==> src/sv/scf_pkg.sv <==
// Shared types and constants of the servo command packet framer.
// Used by the front, queue, back and top-level modules; depends on nothing.
`default_nettype none
package scf_pkg;

	typedef enum logic [1:0] {
		KIND_GOAL_WRITE   = 2'd0,
		KIND_ACTION       = 2'd1,
		KIND_TORQUE_WRITE = 2'd2,
		KIND_READ         = 2'd3
	} kind_t;

	localparam logic [7:0] HDR_BYTE     = 8'hFF;
	localparam logic [7:0] BCAST_ID     = 8'd254;
	localparam logic [7:0] INS_READ     = 8'd2;
	localparam logic [7:0] INS_WRITE    = 8'd3;
	localparam logic [7:0] INS_REGWRITE = 8'd4;
	localparam logic [7:0] INS_ACTION   = 8'd5;
	localparam logic [7:0] ADDR_TORQUE  = 8'h18;
	localparam logic [7:0] ADDR_GOAL    = 8'd24;
	localparam logic [7:0] ADDR_PRESENT = 8'd36;
	localparam logic [7:0] READ_COUNT   = 8'd6;
	localparam logic [7:0] GOAL_LEN     = 8'd15;
	localparam logic [7:0] LEN_ACTION   = 8'd2;
	localparam logic [7:0] LEN_SHORT    = 8'd4;

	// Body bytes sit between the two header bytes and the checksum.
	localparam int BODY_BYTES = 16;
	localparam int HDR_COUNT  = 2;

	// Index of the checksum byte per packet kind.
	localparam logic [4:0] LAST_GOAL   = 5'd18;
	localparam logic [4:0] LAST_ACTION = 5'd5;
	localparam logic [4:0] LAST_SHORT  = 5'd7;

	localparam logic [9:0] TORQUE_MAX = 10'd1023;

	typedef struct packed {
		logic [BODY_BYTES-1:0][7:0] body;
		logic [4:0]                 last_idx;
	} pkt_desc_t;

endpackage
`default_nettype wire

==> src/sv/scf_front.sv <==
// Front stage: accepts a servo command, classifies it and builds the packet body.
// Depends on scf_pkg.
`default_nettype none
module scf_front (
	input  wire logic              clk,
	input  wire logic              arst_n,
	input  wire logic              in_valid,
	output logic                   in_stall,
	input  wire logic [1:0]        kind,
	input  wire logic [7:0]        servo_id,
	input  wire logic [7:0]        torque_on,
	input  wire logic [7:0]        led_on,
	input  wire logic [7:0]        cw_margin,
	input  wire logic [7:0]        ccw_margin,
	input  wire logic [7:0]        cw_slope,
	input  wire logic [7:0]        ccw_slope,
	input  wire logic [9:0]        goal_position,
	input  wire logic [9:0]        moving_speed,
	input  wire logic [10:0]       torque_limit,
	output logic                   push,
	output scf_pkg::pkt_desc_t     push_desc,
	input  wire logic              q_full
);
	import scf_pkg::*;

	logic      valid_s1;
	pkt_desc_t desc_s1;
	pkt_desc_t desc_d;
	logic [9:0] tl_sat;
	logic      accept;

	assign in_stall  = valid_s1 && q_full;
	assign accept    = in_valid && !in_stall;
	assign push      = valid_s1 && !q_full;
	assign push_desc = desc_s1;

	// Saturate torque limit: anything above the 10-bit range goes out as the max.
	assign tl_sat = torque_limit[10] ? TORQUE_MAX : torque_limit[9:0];

	always_comb begin
		desc_d = '0;
		case (kind_t'(kind))
			KIND_GOAL_WRITE: begin
				desc_d.body[0]  = servo_id;
				desc_d.body[1]  = GOAL_LEN;
				desc_d.body[2]  = INS_REGWRITE;
				desc_d.body[3]  = ADDR_GOAL;
				desc_d.body[4]  = torque_on;
				desc_d.body[5]  = led_on;
				desc_d.body[6]  = cw_margin;
				desc_d.body[7]  = ccw_margin;
				desc_d.body[8]  = cw_slope;
				desc_d.body[9]  = ccw_slope;
				desc_d.body[10] = goal_position[7:0];
				desc_d.body[11] = {6'd0, goal_position[9:8]};
				desc_d.body[12] = moving_speed[7:0];
				desc_d.body[13] = {6'd0, moving_speed[9:8]};
				desc_d.body[14] = tl_sat[7:0];
				desc_d.body[15] = {6'd0, tl_sat[9:8]};
				desc_d.last_idx = LAST_GOAL;
			end
			KIND_ACTION: begin
				desc_d.body[0]  = BCAST_ID;
				desc_d.body[1]  = LEN_ACTION;
				desc_d.body[2]  = INS_ACTION;
				desc_d.last_idx = LAST_ACTION;
			end
			KIND_TORQUE_WRITE: begin
				desc_d.body[0]  = servo_id;
				desc_d.body[1]  = LEN_SHORT;
				desc_d.body[2]  = INS_WRITE;
				desc_d.body[3]  = ADDR_TORQUE;
				desc_d.body[4]  = torque_on;
				desc_d.last_idx = LAST_SHORT;
			end
			KIND_READ: begin
				desc_d.body[0]  = servo_id;
				desc_d.body[1]  = LEN_SHORT;
				desc_d.body[2]  = INS_READ;
				desc_d.body[3]  = ADDR_PRESENT;
				desc_d.body[4]  = READ_COUNT;
				desc_d.last_idx = LAST_SHORT;
			end
			default: begin
				desc_d.last_idx = LAST_SHORT;
			end
		endcase
	end

	always_ff @(posedge clk or negedge arst_n) begin
		if (!arst_n) begin
			valid_s1 <= 1'b0;
		end else if (accept) begin
			valid_s1 <= 1'b1;
		end else if (push) begin
			valid_s1 <= 1'b0;
		end
	end

	always_ff @(posedge clk) begin
		if (accept) begin
			desc_s1 <= desc_d;
		end
	end

endmodule
`default_nettype wire

==> src/sv/scf_queue.sv <==
// Two-entry descriptor queue between the front and back stages.
// Depends on scf_pkg.
`default_nettype none
module scf_queue (
	input  wire logic               clk,
	input  wire logic               arst_n,
	input  wire logic               push,
	input  wire scf_pkg::pkt_desc_t push_desc,
	input  wire logic               pop,
	output logic                    full,
	output logic                    head_valid,
	output scf_pkg::pkt_desc_t      head_desc
);
	import scf_pkg::*;

	pkt_desc_t  entry_q [2];
	logic       wr_ptr_q;
	logic       rd_ptr_q;
	logic [1:0] count_q;

	assign full       = (count_q == 2'd2);
	assign head_valid = (count_q != 2'd0);
	assign head_desc  = entry_q[rd_ptr_q];

	always_ff @(posedge clk or negedge arst_n) begin
		if (!arst_n) begin
			wr_ptr_q <= 1'b0;
			rd_ptr_q <= 1'b0;
			count_q  <= 2'd0;
		end else begin
			if (push) begin
				wr_ptr_q <= !wr_ptr_q;
			end
			if (pop) begin
				rd_ptr_q <= !rd_ptr_q;
			end
			count_q <= count_q + {1'b0, push} - {1'b0, pop};
		end
	end

	always_ff @(posedge clk) begin
		if (push) begin
			entry_q[wr_ptr_q] <= push_desc;
		end
	end

	a_count_range: assert property (@(posedge clk) disable iff (!arst_n)
		count_q != 2'd3) else $error("queue count out of range");
	a_no_overflow: assert property (@(posedge clk) disable iff (!arst_n)
		full |-> !push) else $error("push into full queue");
	a_no_underflow: assert property (@(posedge clk) disable iff (!arst_n)
		!head_valid |-> !pop) else $error("pop from empty queue");

endmodule
`default_nettype wire

==> src/sv/scf_back.sv <==
// Back stage: serializes the head descriptor into packet bytes with a running checksum.
// Depends on scf_pkg.
`default_nettype none
module scf_back (
	input  wire logic               clk,
	input  wire logic               arst_n,
	input  wire logic               head_valid,
	input  wire scf_pkg::pkt_desc_t head_desc,
	output logic                    pop,
	output logic                    out_valid,
	input  wire logic               out_stall,
	output logic [7:0]              out_byte,
	output logic                    last_byte
);
	import scf_pkg::*;

	logic [4:0] idx_q;
	logic [7:0] sum_q;
	logic       out_valid_q;
	logic [7:0] out_byte_q;
	logic       last_q;
	logic       advance;
	logic       load;
	logic       is_last;
	logic       is_hdr;
	logic [3:0] body_idx;
	logic [7:0] cur_byte;

	assign advance  = !out_valid_q || !out_stall;
	assign load     = advance && head_valid;
	assign is_last  = (idx_q == head_desc.last_idx);
	assign is_hdr   = (idx_q < 5'(HDR_COUNT));
	assign body_idx = 4'(idx_q - 5'(HDR_COUNT));
	assign pop      = load && is_last;

	always_comb begin
		if (is_hdr) begin
			cur_byte = HDR_BYTE;
		end else if (is_last) begin
			cur_byte = ~sum_q;
		end else begin
			cur_byte = head_desc.body[body_idx];
		end
	end

	always_ff @(posedge clk or negedge arst_n) begin
		if (!arst_n) begin
			idx_q       <= 5'd0;
			sum_q       <= 8'd0;
			out_valid_q <= 1'b0;
		end else if (load) begin
			out_valid_q <= 1'b1;
			if (is_last) begin
				idx_q <= 5'd0;
				sum_q <= 8'd0;
			end else begin
				idx_q <= idx_q + 5'd1;
				if (!is_hdr) begin
					sum_q <= sum_q + cur_byte;
				end
			end
		end else if (advance) begin
			out_valid_q <= 1'b0;
		end
	end

	always_ff @(posedge clk) begin
		if (load) begin
			out_byte_q <= cur_byte;
			last_q     <= is_last;
		end
	end

	assign out_valid = out_valid_q;
	assign out_byte  = out_byte_q;
	assign last_byte = last_q;

	a_idx_bound: assert property (@(posedge clk) disable iff (!arst_n)
		head_valid |-> idx_q <= head_desc.last_idx) else $error("byte index past packet end");
	a_wrap: assert property (@(posedge clk) disable iff (!arst_n)
		pop |=> (idx_q == 5'd0 && sum_q == 8'd0)) else $error("packet end did not rewind");
	a_last_pop: assert property (@(posedge clk) disable iff (!arst_n)
		load |=> (last_byte == $past(pop))) else $error("last mark disagrees with pop");

endmodule
`default_nettype wire

==> src/sv/servo_command_packet_framer.sv <==
// Servo command packet framer: one command in, one instruction packet out a byte at a time.
// Path: front register, then a queue entry, then the output byte register.
// Throughput: one byte per cycle when not stalled, set by the byte serializer; a packet
// has 19 bytes (goal write), 6 (action) or 8 (torque write, read request).
// Reset: arst_n clears all valid flags, queue pointers, byte index and checksum at once.
// Depends on scf_pkg, scf_front, scf_queue, scf_back.
`default_nettype none
module servo_command_packet_framer (
	input  wire logic        clk,
	input  wire logic        arst_n,
	input  wire logic        in_valid,
	output logic             in_stall,
	input  wire logic [1:0]  kind,
	input  wire logic [7:0]  servo_id,
	input  wire logic [7:0]  torque_on,
	input  wire logic [7:0]  led_on,
	input  wire logic [7:0]  cw_margin,
	input  wire logic [7:0]  ccw_margin,
	input  wire logic [7:0]  cw_slope,
	input  wire logic [7:0]  ccw_slope,
	input  wire logic [9:0]  goal_position,
	input  wire logic [9:0]  moving_speed,
	input  wire logic [10:0] torque_limit,
	output logic             out_valid,
	input  wire logic        out_stall,
	output logic [7:0]       out_byte,
	output logic             last_byte
);
	import scf_pkg::*;

	// Front to queue transfer.
	logic      push;
	pkt_desc_t push_desc;
	logic      q_full;

	// Queue head to back stage.
	logic      head_valid;
	pkt_desc_t head_desc;
	logic      pop;

	// Front: register the command and expand it into a packet body.
	// Hold the command while the queue is full.
	scf_front u_front (
		.clk          (clk),
		.arst_n       (arst_n),
		.in_valid     (in_valid),
		.in_stall     (in_stall),
		.kind         (kind),
		.servo_id     (servo_id),
		.torque_on    (torque_on),
		.led_on       (led_on),
		.cw_margin    (cw_margin),
		.ccw_margin   (ccw_margin),
		.cw_slope     (cw_slope),
		.ccw_slope    (ccw_slope),
		.goal_position(goal_position),
		.moving_speed (moving_speed),
		.torque_limit (torque_limit),
		.push         (push),
		.push_desc    (push_desc),
		.q_full       (q_full)
	);

	// Queue: two descriptors, so the front keeps taking commands while
	// the back is in the middle of a long packet.
	scf_queue u_queue (
		.clk       (clk),
		.arst_n    (arst_n),
		.push      (push),
		.push_desc (push_desc),
		.pop       (pop),
		.full      (q_full),
		.head_valid(head_valid),
		.head_desc (head_desc)
	);

	// Back: emit header, body and checksum; advance whenever the output
	// register is empty or its byte is being transferred, and drop the
	// descriptor on the checksum byte.
	scf_back u_back (
		.clk       (clk),
		.arst_n    (arst_n),
		.head_valid(head_valid),
		.head_desc (head_desc),
		.pop       (pop),
		.out_valid (out_valid),
		.out_stall (out_stall),
		.out_byte  (out_byte),
		.last_byte (last_byte)
	);

endmodule
`default_nettype wire

==> config.mk <==
export PLATFORM = sky130hd
export DESIGN_NAME = servo_command_packet_framer
export DESIGN_NICKNAME = d
export VERILOG_FILES = /design/src/sv/scf_pkg.sv /design/src/sv/scf_front.sv /design/src/sv/scf_queue.sv /design/src/sv/scf_back.sv /design/src/sv/servo_command_packet_framer.sv
export SDC_FILE = /design/constraint.sdc
export NUM_CORES = 1
export LEC_CHECK = 0
export ABC_CLOCK_PERIOD_IN_PS = 7200
export BUFFER_PORTS_ARGS = -buffer_cell sky130_fd_sc_hd__buf_2
export CAP_MARGIN = 20
export CORE_MARGIN = 3
export CORE_UTILIZATION = 59
export DETAILED_ROUTE_END_ITERATION = 16
export PLACE_DENSITY = 0.9
export SLEW_MARGIN = 20
export SYNTH_ARGS = -nofsm -noshare
export SYNTH_HDL_FRONTEND = slang
export SYNTH_SLANG_ARGS = --single-unit
==> constraint.sdc <==
create_clock -name clk -period 7.2 [get_ports clk]
set_input_delay 1.08 -clock clk [delete_from_list [all_inputs] [get_ports clk]]
set_output_delay 1.08 -clock clk [all_outputs]
set_load 0.01 [all_outputs]
# Yosys cells after proc, flatten, opt, wreduce, memory -nomap -nowiden
# Memories as Yosys holds them, arrays and structs flattened.
# Index checks and enable logic that the tools add are counted.
# word_totals
memories,1
reg_bits,161
input_bits,93
output_inout_bits,11
ram_bits,266
wordCells,78
# memory_table
name,depth,word_bits,rd,rd_clocked_by_memory_dff,wr,line,text
u_queue.entry_q,2,133,1,0,1,scf_queue.sv:16,pkt_desc_t entry_q [2];
# classes
order_cmp,2
n_addsub,5
muxes,16
n_bitwise,1
eq_ne,6
reduce_logical,18
# op_table
operator,count
case mux 29 bit (4 select lines),1
2-to-1 mux 8 bit,5
binary-select mux 8 bit (select 4 bit),1
case mux 16 bit (2 select lines),1
2-to-1 mux 10 bit,1
adder 8 bit,1
inverter 8 bit,1
"equality test 2 bit, second input constant",3
logical NOT 1 bit,6
2-to-1 mux 1 bit,6
nonzero test 2 bit,3
"adder 5 x 1 -> 5 bit, second input constant",1
equality test 5 bit,1
logical AND 1 bit,5
"less-than comparator 4 x 5 -> 1 bit, second input constant",1
"less-than comparator 5 x 2 -> 1 bit, second input constant",1
2-to-1 mux 5 bit,1
"subtractor 4 x 2 -> 4 bit, second input constant",1
adder 2 x 1 -> 2 bit,1
"equality test 2 x 1 -> 1 bit, second input constant",1
logical NOT 2 bit,1
"!= test 2 x 1 -> 1 bit, second input constant",1
AND reduction 2 bit,1
OR reduction 2 bit,1
other kinds (2),2

# Logic depth before layout (Yosys ltp)
# depth
word_depth,8
ltp_mapped,21
ltp_nobuf,16

# By module
# A second synthesis with hierarchy kept.
# hier_totals
hier_cells,874
area_unflattened_um2,16377.0
# modules_own_cells
mod,cells_each,seq_area_each_um2,instances,area_per_inst_um2
scf_queue,429,8087.8,1,10034.6
scf_front,262,2847.7,1,3967.6
scf_back,183,620.6,1,2374.8

# Least setup slack after synthesis
# No wires, ideal clock.
# synth_path
path_kind,reg-to-reg
start,reg u_queue.count_q[1]
end,"mem u_queue.entry_q[0][100] in the netlist's numbering, enable pin"
synth_period_minus_slack_ns,5.051
stages_incl_launch_ff,4
arrival_ns,4.504
required_time_ns,6.653
setup_slack_ns,2.149
setup_ns,0.547
path_cell_list,dfrtp_1 -> nand2_1 -> nand2_1 -> nor2_1
# synth_via
elab_chain_cells,5
# synth_lines
element,line,text
start: declaration,scf_queue.sv:19,logic [1:0] count_q;
start signal: assignment,scf_queue.sv:37,"count_q <= count_q + {1'b0, push} - {1'b0, pop};"
equality test 2 bit,scf_queue.sv:21,assign full = (count_q == 2'd2);
logical NOT 1 bit,scf_front.sv:34,assign push = valid_s1 && !q_full;
logical AND 1 bit,scf_front.sv:34,
2-to-1 mux 1 bit,scf_queue.sv:42,if (push) begin
2-to-1 mux 1 bit (implied by the code),scf_queue.sv:43,entry_q[wr_ptr_q] <= push_desc;
end: declaration,scf_queue.sv:16,
# No other way between the ends.

# Final worst setup path
# layout_path
start,reg u_back.idx_q[1]
end,reg u_back.sum_q[7]
# layout_via
elab_chain_cells,8
# layout_lines
element,line,text
start: declaration,scf_back.sv:17,logic [4:0] idx_q;
start signal: assignment,scf_back.sv:57,idx_q <= idx_q + 5'd1;
subtractor 4 x 2 -> 4 bit,scf_back.sv:33,assign body_idx = 4'(idx_q - 5'(HDR_COUNT));
binary-select mux 8 bit (select 4 bit),scf_back.sv:42,cur_byte = head_desc.body[body_idx];
2-to-1 mux 8 bit (implied by the code),scf_back.sv:42,
2-to-1 mux 8 bit,scf_back.sv:39,end else if (is_last) begin
2-to-1 mux 8 bit *,scf_back.sv:37,if (is_hdr) begin
named net u_back.cur_byte[1],scf_back.sv:27,logic [7:0] cur_byte;
adder 8 bit *,scf_back.sv:59,sum_q <= sum_q + cur_byte;
2-to-1 mux 8 bit *,scf_back.sv:58,if (!is_hdr) begin
2-to-1 mux 8 bit *,scf_back.sv:53,if (is_last) begin
end signal: assignment,scf_back.sv:59,
end: declaration,scf_back.sv:18,logic [7:0] sum_q;
# The timed path passes the listed nets; every way through them passes the cells marked *. The select of a mux whose other input is x is not followed.
# A chain may end at the register's enable or synchronous reset.

==> reports/qor.csv <==
metric,value,unit
status,"finished, final reports clean",
H-tree Lvls,1,
Post-DRT Antenna Nets,0,
vias in the first global route,6804,
multi-input logic area,2988,um^2
placed cell count,1063,
Post-synth EDFFs,291,
Starting Density,0.6065,
I/O pins,104,
Crit Path Category,register to register,
row count,52,
largest net degree at the start of global routing,82,
grt total ovfl,0,
library cells used by synthesis,59,
ys async rst share,0.06129,
total power,6.886,mW
CTS max path bufs,3,
PD cells,481.4,nW/um^2
Buffers & Inverters on Critical Path,2,
RSZ-0062 raised after global routing,no,
sequential cell area,9218,um^2
final wirelength,25400,um
antenna violations before repair,0,
"flops & latches, synth",310,
post-CTS setup buffers,0,
fin. max-slew vios,0,
CTS Sinks,310,
Syn Inst Count,714,
Die ar.,22840,um^2
"Avg Cell Area, Syn",17.41,um^2
worst slack at placement,2.424,ns
Layout Cells excl Fill,1120,
HP Class,register to register,
DR WL/cell,22.68,um
Leak,5.233,nW
critical path's top delay family,compound AO/OA/AOI/OAI gates,
Max Fclk,206.0,MHz
CP endpoint kind,register,
Critical Path AT,5.28,ns
CTS tree,done,
Die Y,151.1,um
"commonest non-fill, non-tap cell in the layout",edfxtp_1,
Peak VDD IR,0.2964,mV
Port Buffer Count,103,
post-cts sizing count,0,
Final period util,0.6743,
gpl congestion,0.8634,
first-pass GRT wire length,38480,um
DR vias,6715,
most common flop cell mapped by yosys,edfxtp_1,
most frequent cells in the layout,"edfxtp_1, buf_2, and2_1",
Num CTS Buffers,30,
Worst Tran Pin Value,1.067,ns
DR vias/cell,5.996,
Syn. warnings,0,
Chip Width,151.1,um
Post-CTS Hold Buffers,0,
nets,937,
CP max stage delay,0.59,ns
Worst Path Max Fanout,16,
CP Launch Type,register,
DRC,0,
crit-path cells,inv_2 -> ha_1 -> inv_1 -> mux4_2 -> nor2_1 -> a31oi_1 -> nor2_1 -> a31oi_1 -> ha_1 -> a21oi_1 -> o211ai_1 -> o41a_1 -> and4_4 -> o311ai_1 -> or3b_1,
worst-skew pair later-pin latency,0.54,ns
post-synth net total,825,
post-route setup slack,2.345,ns
endpoints failing setup,0,
share of post-route cells with drive strength above 1,0.2659,
Initial DRC Count,644,
Critical Path RT,7.63,ns
CTS Root Buffer Type,clkbuf_16,
Area Overhead vs Synth,15.09,%
GRT Overall Usage,0.2262,
Antenna diodes,0,
post-synthesis sequential area ratio,0.7413,
Clock Skew,0.007436,ns
DP HPWL,15260,um
slew margin rel.,0.2886,
"CTS clk-pin slew, worst paths",0.06,ns
Crit-path slowest cell,mux4_2,
Hold Fails Final Rpt,0,
TritonRoute pass-1 iters,6,
Netlist Area Pre-Place,12430,um^2
core area,20490,um^2
MaxCap Viol Count,0,
layout filler cell count,1215,
Final Critical Period,4.855,ns
setup TNS,0,ns
[path summary, 6_finish.rpt]
path	from	end	slack, ns	cells after the start
worst min-delay path	u_front.push_desc[89]	u_queue.entry_q[0][89]	0.45	0
min in group asynchronous	arst_n	u_back.sum_q[5]	0.48	1
worst max-delay path	u_back.idx_q[1]	u_back.sum_q[7]	2.34	15
worst max register to register	u_back.idx_q[1]	u_back.sum_q[7]	2.34	15
max in group asynchronous	arst_n	u_queue.rd_ptr_q	6.36	1
worst min register to register	u_front.push_desc[89]	u_queue.entry_q[0][89]	0.45	0
[cell type report]
cell class,instances,share of cell area
Tap cell,270,0.02362
Inverter,21,0.005510
Clock buffer,32,0.05449
Clock inverter,24,0.02073
Multi-Input combinational cell,351,0.2089
Sequential cell,310,0.6444
Timing Repair Buffer,112,0.04242
[report_power, final]
part | switching (mW) | internal [mW]
clock network | 0.652 | 1.03
registers | 0.266 | 2.66
logic | 1.33 | 0.946
[Yosys cell counts, types with 6 or more instances]
master    instances  area share
a31oi_1          11      0.0055
and2_1           67       0.034
buf_6             6      0.0054
clkbuf_1         19      0.0057
dfrtp_1          19       0.038
edfxtp_1        291        0.70
ha_1             17       0.017
inv_1            19      0.0057
mux2_2           10      0.0091
mux2i_1          15       0.012
mux4_2           40       0.072
nand2_1          29      0.0088
nand3_1          12      0.0048
nor2_1           42       0.013
nor2b_1           7      0.0035
o211ai_1          7      0.0042
o21ai_0          23      0.0093
xnor2_1           8      0.0056
[state kept, by name (all words and copies together) (netlist names)]
signal             flops
u_back.out_valid       1
u_queue.rd_ptr_q       1
u_queue.wr_ptr_q       1
u_front.valid_s1       1
u_back.last_byte       1
u_back.idx_q           5
u_back.sum_q           8
u_queue.count_q        2
u_queue.entry_q      188
u_back.out_byte        8
u_front.push_desc     94
[per-stage QoR]
stage | util | instance area [um^2] | hold slack (ns)
2_1_floorplan | - | 12430 | 0.4215
3_3_place_gp | 0.6436 | 13190 | 0.4220
3_5_place_dp | 0.6436 | 13190 | 0.4290
4_1_cts | 0.6961 | 14270 | 0.4444
5_1_grt | 0.6980 | 14310 | 0.4558
6_report | 0.6980 | 14310 | 0.4464
[layer usage]
metal | up-vias | part of all wire | track usage
li1 | 2967 | - | -
met1 | 3303 | 0.38 | 0.3028
met2 | 368 | 0.50 | 0.3773
met3 | 77 | 0.080 | 0.03950
met4 | 0 | 0.036 | 0.08613
met5 | - | 0 | 0
[cells by family (layout without fill, tap and decap cells)]
group,Yosys count,count (layout),synth area share
flops,310,310,0.7413
buf+inv,53,189,0.02033
fa+ha+maj,18,18,0.01872
mux,66,66,0.09472
compound gates,79,79,0.04309
simple gates,177,177,0.07409
xor+xnor,11,11,0.007752
[worst register-to-register path, cell delays in order, from the launching register on]
cell,delay [ns]
dfrtp_1,0.39
inv_2,0.30
ha_1,0.52
inv_1,0.58
mux4_2,0.60
nor2_1,0.14
a31oi_1,0.06
nor2_1,0.18
a31oi_1,0.08
ha_1,0.31
a21oi_1,0.20
o211ai_1,0.16
o41a_1,0.36
and4_4,0.21
o311ai_1,0.28
or3b_1,0.37
Note: power is estimated with default switching activity, not from simulation.
